===== src/rtl/core/lkv_pkg.sv =====
// ----------------------------------------------------------------------------
// lkv_pkg
// Shared sizes and types for the LRU key-value cache and its recency cells.
// ----------------------------------------------------------------------------
package lkv_pkg;

    localparam int MAX_ENTRIES = 16;
    localparam int KEY_W       = 32;
    localparam int VAL_W       = 31;
    localparam int CAP_W       = 5;
    localparam int CNT_W       = $clog2(MAX_ENTRIES + 1);
    localparam int CMP_W       = (CNT_W > CAP_W) ? CNT_W : CAP_W;

    localparam logic [CAP_W-1:0] CAP_RESET = CAP_W'(16);

    typedef enum logic
    {
        CMD_GET = 1'b0,
        CMD_SET = 1'b1
    } lkv_cmd_t;

    // Broadcast from the top level to every cell.
    typedef struct packed
    {
        logic                    clear;
        logic                    update;
        logic                    hit;
        logic                    evict;
        logic signed [KEY_W-1:0] key;
    } lkv_ctrl_t;

    // Contents of one cell, handed down the chain on a shift.
    typedef struct packed
    {
        logic                    valid;
        logic signed [KEY_W-1:0] key;
        logic [VAL_W-1:0]        value;
    } lkv_entry_t;

    // Lookup results accumulated along the chain.
    typedef struct packed
    {
        logic                    found;
        logic [VAL_W-1:0]        rd;
        logic signed [KEY_W-1:0] evk;
    } lkv_scan_t;

endpackage


===== src/rtl/core/lkv_req_if.sv =====
// ----------------------------------------------------------------------------
// lkv_req_if
// Request channel of the LRU key-value cache.
// ----------------------------------------------------------------------------
interface lkv_req_if;

    logic                            valid;
    logic                            ready;
    logic                            command;
    logic signed [lkv_pkg::KEY_W-1:0] key;
    logic [lkv_pkg::VAL_W-1:0]       value;

    modport source
    (
        output valid,
        output command,
        output key,
        output value,
        input  ready
    );

    modport sink
    (
        input  valid,
        input  command,
        input  key,
        input  value,
        output ready
    );

endinterface


===== src/rtl/core/lkv_rsp_if.sv =====
// ----------------------------------------------------------------------------
// lkv_rsp_if
// Response channel of the LRU key-value cache.
// ----------------------------------------------------------------------------
interface lkv_rsp_if;

    logic                            valid;
    logic                            ready;
    logic                            hit;
    logic [lkv_pkg::VAL_W-1:0]       read_value;
    logic                            evicted;
    logic signed [lkv_pkg::KEY_W-1:0] evicted_key;

    modport source
    (
        output valid,
        output hit,
        output read_value,
        output evicted,
        output evicted_key,
        input  ready
    );

    modport sink
    (
        input  valid,
        input  hit,
        input  read_value,
        input  evicted,
        input  evicted_key,
        output ready
    );

endinterface


===== src/rtl/core/lkv_cell.sv =====
// ----------------------------------------------------------------------------
// lkv_cell
// One recency position: holds an entry, compares it with the request key and
// takes its upstream neighbor's entry when the chain shifts.
// ----------------------------------------------------------------------------
module lkv_cell
(
    input  logic                 clk,
    input  logic                 rst_n,
    input  lkv_pkg::lkv_ctrl_t   ctrl,
    input  lkv_pkg::lkv_entry_t  prev,
    input  lkv_pkg::lkv_scan_t   scan_in,
    input  logic                 next_valid,
    output lkv_pkg::lkv_entry_t  entry,
    output lkv_pkg::lkv_scan_t   scan_out,
    output logic                 match
);

    logic                            valid_reg;
    logic                            valid_next;
    logic signed [lkv_pkg::KEY_W-1:0] key_reg;
    logic signed [lkv_pkg::KEY_W-1:0] key_next;
    logic [lkv_pkg::VAL_W-1:0]       value_reg;
    logic [lkv_pkg::VAL_W-1:0]       value_next;
    logic                            shift;
    logic                            last_valid;

    assign match      = valid_reg && (key_reg == ctrl.key);
    assign last_valid = valid_reg && !next_valid;

    // A hit moves every position up to and including the hit one; an insert
    // moves every position up to the free slot or, on eviction, the last one.
    always_comb
    begin
        if (!ctrl.update)
        begin
            shift = 1'b0;
        end
        else if (ctrl.hit)
        begin
            shift = !scan_in.found;
        end
        else if (ctrl.evict)
        begin
            shift = valid_reg;
        end
        else
        begin
            shift = prev.valid;
        end
    end

    always_comb
    begin
        valid_next = valid_reg;
        key_next   = key_reg;
        value_next = value_reg;
        if (ctrl.clear)
        begin
            valid_next = 1'b0;
        end
        else if (shift)
        begin
            valid_next = prev.valid;
            key_next   = prev.key;
            value_next = prev.value;
        end
    end

    always_ff @(posedge clk or negedge rst_n)
    begin
        if (!rst_n)
        begin
            valid_reg <= 1'b0;
        end
        else
        begin
            valid_reg <= valid_next;
        end
    end

    always_ff @(posedge clk)
    begin
        key_reg   <= key_next;
        value_reg <= value_next;
    end

    assign entry.valid = valid_reg;
    assign entry.key   = key_reg;
    assign entry.value = value_reg;

    assign scan_out.found = scan_in.found | match;
    assign scan_out.rd    = scan_in.rd | (match ? value_reg : '0);
    assign scan_out.evk   = scan_in.evk | (last_valid ? key_reg : '0);

endmodule


===== src/rtl/core/lru_key_value_cache.sv =====
// ----------------------------------------------------------------------------
// lru_key_value_cache
// Fully associative key-value cache with least-recently-used replacement.
// ----------------------------------------------------------------------------
// The cache takes at most one request transaction per clock cycle and returns
// one response transaction per request, in order, through an output register
// that is loaded when the request is accepted. A new request is accepted while
// the output register is empty or in the cycle its response is taken, so
// requests follow back to back when responses are taken at once, and the
// request side stalls while a response waits. Entries sit in a chain of cells
// ordered from most to least recent; every cell compares its key with the
// request in the same cycle and the chain shifts by one position behind a hit
// or an insertion. Writing the capacity register, and reset, empty the cache
// at once.
module lru_key_value_cache
(
    input  logic                       clk,
    input  logic                       rst_n,
    input  logic                       cfg_we,
    input  logic [lkv_pkg::CAP_W-1:0]  cfg_wdata,
    lkv_req_if.sink                    req,
    lkv_rsp_if.source                  rsp
);

    logic [lkv_pkg::CAP_W-1:0]       cap_reg;
    logic [lkv_pkg::CAP_W-1:0]       cap_next;
    logic [lkv_pkg::CNT_W-1:0]       fill_count_reg;
    logic [lkv_pkg::CNT_W-1:0]       fill_count_next;
    logic [lkv_pkg::CMP_W-1:0]       cap_ext;
    logic [lkv_pkg::CMP_W-1:0]       eff_cap;
    logic                            full;

    logic                            out_valid_reg;
    logic                            out_valid_next;
    logic                            hit_reg;
    logic                            hit_next;
    logic [lkv_pkg::VAL_W-1:0]       read_value_reg;
    logic [lkv_pkg::VAL_W-1:0]       read_value_next;
    logic                            evicted_reg;
    logic                            evicted_next;
    logic signed [lkv_pkg::KEY_W-1:0] evicted_key_reg;
    logic signed [lkv_pkg::KEY_W-1:0] evicted_key_next;

    logic                            req_fire;
    logic                            is_set;
    logic                            hit;
    logic                            evict;

    lkv_pkg::lkv_ctrl_t              ctrl;
    lkv_pkg::lkv_entry_t             entry_link [lkv_pkg::MAX_ENTRIES+1];
    lkv_pkg::lkv_scan_t              scan_link  [lkv_pkg::MAX_ENTRIES+1];
    logic [lkv_pkg::MAX_ENTRIES-1:0] match_vec;
    logic [lkv_pkg::MAX_ENTRIES-1:0] valid_vec;

    assign req.ready = !out_valid_reg || rsp.ready;
    assign req_fire  = req.valid && req.ready;
    assign is_set    = (lkv_pkg::lkv_cmd_t'(req.command) == lkv_pkg::CMD_SET);

    always_comb
    begin
        cap_ext = lkv_pkg::CMP_W'(cap_reg);
        if (cap_reg == '0)
        begin
            eff_cap = lkv_pkg::CMP_W'(1);
        end
        else if (cap_ext > lkv_pkg::CMP_W'(lkv_pkg::MAX_ENTRIES))
        begin
            eff_cap = lkv_pkg::CMP_W'(lkv_pkg::MAX_ENTRIES);
        end
        else
        begin
            eff_cap = cap_ext;
        end
    end

    assign full  = lkv_pkg::CMP_W'(fill_count_reg) >= eff_cap;
    assign hit   = scan_link[lkv_pkg::MAX_ENTRIES].found;
    assign evict = is_set && !hit && full;

    assign ctrl.clear  = cfg_we;
    assign ctrl.update = req_fire && !cfg_we && (hit || is_set);
    assign ctrl.hit    = hit;
    assign ctrl.evict  = evict;
    assign ctrl.key    = req.key;

    // The head of the chain receives the request as the new most recent entry.
    assign entry_link[0].valid = 1'b1;
    assign entry_link[0].key   = req.key;
    assign entry_link[0].value = is_set ? req.value : scan_link[lkv_pkg::MAX_ENTRIES].rd;

    assign scan_link[0].found = 1'b0;
    assign scan_link[0].rd    = '0;
    assign scan_link[0].evk   = '0;

    for (genvar p = 0; p < lkv_pkg::MAX_ENTRIES; p++)
    begin : g_cell
        logic next_valid;

        if (p == lkv_pkg::MAX_ENTRIES - 1)
        begin : g_tail
            assign next_valid = 1'b0;
        end
        else
        begin : g_body
            assign next_valid = entry_link[p+2].valid;
        end

        lkv_cell u_cell
        (
            .clk        (clk),
            .rst_n      (rst_n),
            .ctrl       (ctrl),
            .prev       (entry_link[p]),
            .scan_in    (scan_link[p]),
            .next_valid (next_valid),
            .entry      (entry_link[p+1]),
            .scan_out   (scan_link[p+1]),
            .match      (match_vec[p])
        );

        assign valid_vec[p] = entry_link[p+1].valid;
    end

    always_comb
    begin
        cap_next        = cap_reg;
        fill_count_next = fill_count_reg;
        if (cfg_we)
        begin
            cap_next        = cfg_wdata;
            fill_count_next = '0;
        end
        else if (req_fire && is_set && !hit && !full)
        begin
            fill_count_next = fill_count_reg + lkv_pkg::CNT_W'(1);
        end
    end

    always_comb
    begin
        out_valid_next   = out_valid_reg;
        hit_next         = hit_reg;
        read_value_next  = read_value_reg;
        evicted_next     = evicted_reg;
        evicted_key_next = evicted_key_reg;
        if (req_fire)
        begin
            out_valid_next   = 1'b1;
            hit_next         = hit;
            read_value_next  = (hit && !is_set) ? scan_link[lkv_pkg::MAX_ENTRIES].rd : '0;
            evicted_next     = evict;
            evicted_key_next = evict ? scan_link[lkv_pkg::MAX_ENTRIES].evk : '0;
        end
        else if (rsp.ready)
        begin
            out_valid_next = 1'b0;
        end
    end

    always_ff @(posedge clk or negedge rst_n)
    begin
        if (!rst_n)
        begin
            cap_reg        <= lkv_pkg::CAP_RESET;
            fill_count_reg <= '0;
            out_valid_reg  <= 1'b0;
        end
        else
        begin
            cap_reg        <= cap_next;
            fill_count_reg <= fill_count_next;
            out_valid_reg  <= out_valid_next;
        end
    end

    always_ff @(posedge clk)
    begin
        hit_reg         <= hit_next;
        read_value_reg  <= read_value_next;
        evicted_reg     <= evicted_next;
        evicted_key_reg <= evicted_key_next;
    end

    assign rsp.valid       = out_valid_reg;
    assign rsp.hit         = hit_reg;
    assign rsp.read_value  = read_value_reg;
    assign rsp.evicted     = evicted_reg;
    assign rsp.evicted_key = evicted_key_reg;

    // Keys are unique, so at most one cell can match a request.
    a_single_match: assert property (@(posedge clk) disable iff (!rst_n)
        $onehot0(match_vec))
        else $error("More than one cell matched the request key.");

    // The valid cells form a prefix of the chain; their number must equal the fill count.
    a_fill_tracks_valid: assert property (@(posedge clk) disable iff (!rst_n)
        $countones(valid_vec) == fill_count_reg)
        else $error("Fill count disagrees with the valid cells.");

    a_fill_within_capacity: assert property (@(posedge clk) disable iff (!rst_n)
        lkv_pkg::CMP_W'(fill_count_reg) <= eff_cap)
        else $error("Fill count exceeds the effective capacity.");

    // A set always leaves its key at the most recent position.
    a_set_lands_at_head: assert property (@(posedge clk) disable iff (!rst_n)
        req_fire && is_set && !cfg_we |=> valid_vec[0] && (entry_link[1].key == $past(req.key)))
        else $error("Set key is not at the head of the recency chain.");

endmodule


===== src/flat_wrapper.sv =====
// flat-port wrapper written by rule: the top's interface ports become plain ports
module lru_key_value_cache_flat 
  (clk, rst_n, cfg_we, cfg_wdata, req_valid, req_command, req_key, req_value, req_ready, rsp_valid, rsp_hit, rsp_read_value, rsp_evicted, rsp_evicted_key, rsp_ready);
  lkv_req_if req_i ();
  lkv_rsp_if rsp_i ();
  input  logic clk;
  input  logic rst_n;
  input  logic cfg_we;
  input  logic [lkv_pkg::CAP_W-1:0] cfg_wdata;
  input wire logic [$bits(req_i.valid)-1:0] req_valid;
  input wire logic [$bits(req_i.command)-1:0] req_command;
  input wire logic [$bits(req_i.key)-1:0] req_key;
  input wire logic [$bits(req_i.value)-1:0] req_value;
  output wire logic [$bits(req_i.ready)-1:0] req_ready;
  output wire logic [$bits(rsp_i.valid)-1:0] rsp_valid;
  output wire logic [$bits(rsp_i.hit)-1:0] rsp_hit;
  output wire logic [$bits(rsp_i.read_value)-1:0] rsp_read_value;
  output wire logic [$bits(rsp_i.evicted)-1:0] rsp_evicted;
  output wire logic [$bits(rsp_i.evicted_key)-1:0] rsp_evicted_key;
  input wire logic [$bits(rsp_i.ready)-1:0] rsp_ready;
  assign req_i.valid = req_valid;
  assign req_i.command = req_command;
  assign req_i.key = req_key;
  assign req_i.value = req_value;
  assign req_ready = req_i.ready;
  assign rsp_valid = rsp_i.valid;
  assign rsp_hit = rsp_i.hit;
  assign rsp_read_value = rsp_i.read_value;
  assign rsp_evicted = rsp_i.evicted;
  assign rsp_evicted_key = rsp_i.evicted_key;
  assign rsp_i.ready = rsp_ready;
  lru_key_value_cache u_core (.clk(clk), .rst_n(rst_n), .cfg_we(cfg_we), .cfg_wdata(cfg_wdata), .req(req_i), .rsp(rsp_i));
endmodule

===== config.mk =====
export PLATFORM = sky130hd
export DESIGN_NAME = lru_key_value_cache_flat
export DESIGN_NICKNAME = d
export VERILOG_FILES = /design/src/rtl/core/lkv_pkg.sv /design/src/rtl/core/lkv_req_if.sv /design/src/rtl/core/lkv_rsp_if.sv /design/src/rtl/core/lkv_cell.sv /design/src/rtl/core/lru_key_value_cache.sv /design/src/flat_wrapper.sv
export SDC_FILE = /design/constraint.sdc
export NUM_CORES = 1
export LEC_CHECK = 0
export BUFFER_PORTS_ARGS = -buffer_cell sky130_fd_sc_hd__buf_2
export CORE_MARGIN = 8
export CORE_UTILIZATION = 41
export DETAILED_ROUTE_END_ITERATION = 7
export SLEW_MARGIN = 15
export SYNTH_ARGS = -nofsm -noshare
export SYNTH_HDL_FRONTEND = slang
export SYNTH_SLANG_ARGS = --single-unit

===== constraint.sdc =====
create_clock -name clk -period 23.3 [get_ports clk]
set_clock_uncertainty 0.15 [all_clocks]
set_input_delay 1.165 -clock clk [delete_from_list [all_inputs] [get_ports clk]]
set_output_delay 1.165 -clock clk [all_outputs]
set_load 0.01 [all_outputs]

### Word-level counts from Yosys, hierarchy flattened

Index checks and enable logic that the tools add are counted.

* add/sub/neg operators: 1
* $lt $le $gt $ge: 2
* eq/ne operators: 16
* multiplexer cells: 119
* bitwise gates (word level): 46
* reduce and logical (&&, ||, !) cells: 112

Operators by type and width (number)
* two-way mux 31 bit: 17
* equality test 32 bit: 16
* two-way mux 32 bit: 16
* bitwise OR 32 bit: 15
* bitwise OR 31 bit: 15
* two-way mux 1 bit: 82
* logical AND 1 bit: 40
* nonzero test 2 bit: 18
* zero test 1 bit: 35
* AND reduction 2 bit: 16
* two-way mux 5 bit: 4
* bitwise OR 1 bit: 15
* adder 5 x 1 -> 5 bit, second input constant: 1
* greater-or-equal comparator 5 bit: 1
* > comparator 5 bit, second input constant: 1
* zero test 5 bit: 1
* logical OR 1 bit: 2
* NOT 1 bit: 1

* register bits after elaboration: 1100
* input port bits: 74
* output and inout bits: 67
* logic and storage cells: 351

### Logic depth before layout (Yosys ltp)

* depth in word-level cells: 25
* depth in mapped cells: 15
* mapped depth without buffers: 13

### Hierarchy

From an unflattened synthesis, not the netlist that was laid out.

* cells, all modules: 3332
* area, all modules: 50014.2 µm²

Modules (own cells, without submodules)
* lkv_cell: times used 16, cells an instance 193, area an instance 2906.5 µm², seq. area each 1916.8 µm²
* lru_key_value_cache: times used 1, cells an instance 244, area an instance 3509.6 µm², seq. area each 2228.4 µm²

### Least setup slack after synthesis

OpenSTA, ideal clock, no wires.

* path type: input-to-reg
* start point: input req_key[31]
* end point: register u_core.g_cell[11].u_cell.key_reg[0] (netlist bit) (enable)
* setup time: 0.562 ns
* data arrival time: 7.618 ns
* required time: 22.588 ns
* path slack: 14.970 ns
* stages on the path: 14
* path buffers: 4
* cells stage by stage: buf_4 xor2_1 or4_1 nor4_1 and4_1 buf_2 or3_1 buf_2 nor2_2 and2_1 buf_4 inv_2 nor2_1 nor3_1

RTL lines
* start: declaration: RTL line flat_wrapper.sv:12 `input wire logic [$bits(req_i.key)-1:0] req_key;`
* end signal: assignment: RTL line lkv_cell.sv:84 `key_reg <= key_next;`
* end: declaration: RTL line lkv_cell.sv:21 `logic signed [lkv_pkg::KEY_W-1:0] key_reg;`

==> metrics <==
Primary FF master, synth=edfxtp_1; Cells after Synth=3,266; DRT iter0 DRCs=6,847; area of the multi-input gates=14,330 sq um; Post-Syn Area=48,080 sq um; VDD IR-drop max=60.73 uV; final instance area=54,490 sq um; Reg area=32,900 sq um; Cell Rows=125; final cycle utilization of the critical path=31.69%; clk sink count=1,100; vias post-DR=34,489; Clock Tree Buf Depth=3; Post-route DRC=0; count of pins over their slew limit=0; Max-Cap Viols=0; layout cells sized above 1=13.79%; ys async rst share=2.455%; total setup buffers inserted after CTS=0; wire per inst=43.62 um; Routed WL=219,300 um; Worst setup EP type=flip-flop; most frequent cell after synthesis=edfxtp_1; Final GP Congestion=1.127; Vias/cell=6.861; Finished Core Util=46.89%; post-cts resize count=0; Layout area overhead=13.33%; fin nets=3,473; Hold Path Class=flip-flop to flip-flop; Final Setup Violations=0; input/output buffers=140; ranking of synthesized cells by area=edfxtp_1 67%, xnor2_1 6.8%, a22oi_1 4.7%; I/O Pins=141; fin crit period=7.384 ns; gr usage total=33.34%; CTS root buffer=clkbuf_16; max reg flops=512; required time of the worst setup path=23.48 ns; Post-synth EDFFs=1,073; Worst-Margin Slew=1.346 ns; DP HPWL=152,600 um; run status=complete, no violations; placed instance area=50,480 sq um; relative slew slack=9.590%; Syn Area/Cell=14.72 sq um; initial antenna violation count=18; commonest cells in the netlist=1,073 x edfxtp_1, 373 x xnor2_1, 302 x a22oi_1, 175 x nand4_1, 145 x nand3_1; Synth Net Count=3,346; height of the die=358.5 um; YS warnings=0; Pwr Total=4.340 mW; vias in the first global route=32,062; PwrDens=79.66 nW/um^2; Initial Util=41.38%; H-tree depth=3; DR pass1 iterations=6; Fin. Hold Viols=0; global route total overflow=0; top cell type's share of synthesized area=67.01%; leakage=17.25 nW; fmax=135.4 MHz; Antenna Violating Nets Remaining=0; CTS buffer count=116; CTS tree=built; Worst setup SP type=input pin; sequential share of the synthesized area=68.42%; Hold WS=0.2941 ns; Arrival @ worst endpoint=7.57 ns; Reg clk slew, reported paths=0.07 ns; Core Area=116,200 sq um; Final TNS setup=0 ns; synth unique cells=73; die area=128,500 sq um; first-pass GRT wire length=292,000 um; largest net degree at the start of global routing=65; Die X-Extent=358.5 um; hold buffer count at CTS=0; Clock Latency Late Sink=0.76 ns; critical path class=input pin to flip-flop; Seq cells post-synth=1,100; crit path max fanout=45; cell taking the most area after synthesis=edfxtp_1; unrepaired setup endpoints after global routing=false; Fillers=10,091
==> metrics by stage <==
stage,setup WS (ns),std cells
4_1_cts,16.11,5020
2_1_floorplan,14.97,3266
3_5_place_dp,15.39,4799
5_1_grt,15.82,5020
6_report,15.92,5027
3_3_place_gp,15.53,4799
==> kinds of logic after synthesis <==
logic type               after synthesis  synth area share [%]
flip-flops                          1100                 68.42
AND/OR/NAND/NOR                      799                 9.350
AO/OA/AOI/OAI                        584                 9.462
XOR/XNOR                             501                 9.126
buffers and inverters                230                 2.431
multiplexers                          46                 1.054
adder cells (fa/ha/maj)                6                0.1561
==> cell type report <==
| class | count | share of cell area (%) |
|---|---|---|
| Inverter | 25 | 0.1768 |
| Clock inverter | 71 | 1.715 |
| Timing Repair Buffer | 214 | 2.305 |
| Antenna cell | 7 | 0.03215 |
| Tap cell | 1524 | 3.500 |
| Multi-Input combinational cell | 1936 | 26.29 |
| Clock buffer | 150 | 5.601 |
| Sequential cell | 1100 | 60.38 |
==> cells in the final DEF (no fill, tap or decap), drive strengths merged, types with 11 or more instances in the layout <==
master,synthesis,final
a211o,32,32
a21oi,20,20
a221oi,72,72
a222oi,32,32
a22o,53,53
a22oi,302,302
and2,35,35
and3,11,11
and4,13,13
buf,86,214
bufinv,0,17
clkbuf,119,150
clkinv,0,42
dfrtp,26,26
edfxtp,1073,1073
inv,25,29
mux2,37,37
nand2,86,86
nand2b,36,36
nand3,146,146
nand4,175,175
nand4b,15,15
nor2,109,109
nor2b,13,13
nor3,26,26
nor4,79,79
o21ai,36,36
or3,13,13
or4,18,18
xnor2,373,373
xor2,128,128
==> report_power, final <==
| group | total, mW | internal, mW | switching, mW |
|---|---|---|---|
| Clock | 1.95 | 1.12 | 0.830 |
| Combinational | 0.223 | 0.0554 | 0.168 |
| Sequential | 2.17 | 2.16 | 0.00818 |
==> critical path: stages <==
cell and delay, ns:
buf_2 0.49, xor2_1 0.30, or4_1 0.65, nor4_1 0.38, and4_2 1.05, or3_1 0.38
nor2_2 0.13, and2_1 0.49, inv_2 0.30, nor2_1 0.10, nor3_2 0.84, buf_4 0.38
buf_4 0.68
==> final timing paths <==
kind / start / end / slack [ns] / cells after the start
setup / recovery: req_key[31] / u_core.g_cell[11].u_cell.key_reg[11]$_DFFE_PP_ / 15.92 / 13
hold / removal: u_core.g_cell[4].u_cell.value_reg[16]$_DFFE_PP_ / u_core.g_cell[5].u_cell.value_reg[16]$_DFFE_PP_ / 0.29 / 0
setup reg to reg: u_core.g_cell[1].u_cell.key_reg[8]$_DFFE_PP_ / u_core.g_cell[11].u_cell.key_reg[11]$_DFFE_PP_ / 16.28 / 13
hold reg to reg: u_core.g_cell[4].u_cell.value_reg[16]$_DFFE_PP_ / u_core.g_cell[5].u_cell.value_reg[16]$_DFFE_PP_ / 0.29 / 0
max in group asynchronous: rst_n / u_core.g_cell[15].u_cell.valid_reg$_DFFE_PN0P_ / 22.17 / 1
min in group asynchronous: rst_n / u_core.rsp.valid$_DFFE_PN0P_ / 0.32 / 1
==> metal layers <==
layer	global-route usage, %	up-vias	wire [um]
met1	48.02	17702	88170
met5	0	-	28
met2	47.32	3117	91130
met4	12.30	4	9511
met3	10.10	432	30430
li1	-	13234	-
Power figures use the tool's default switching activity.
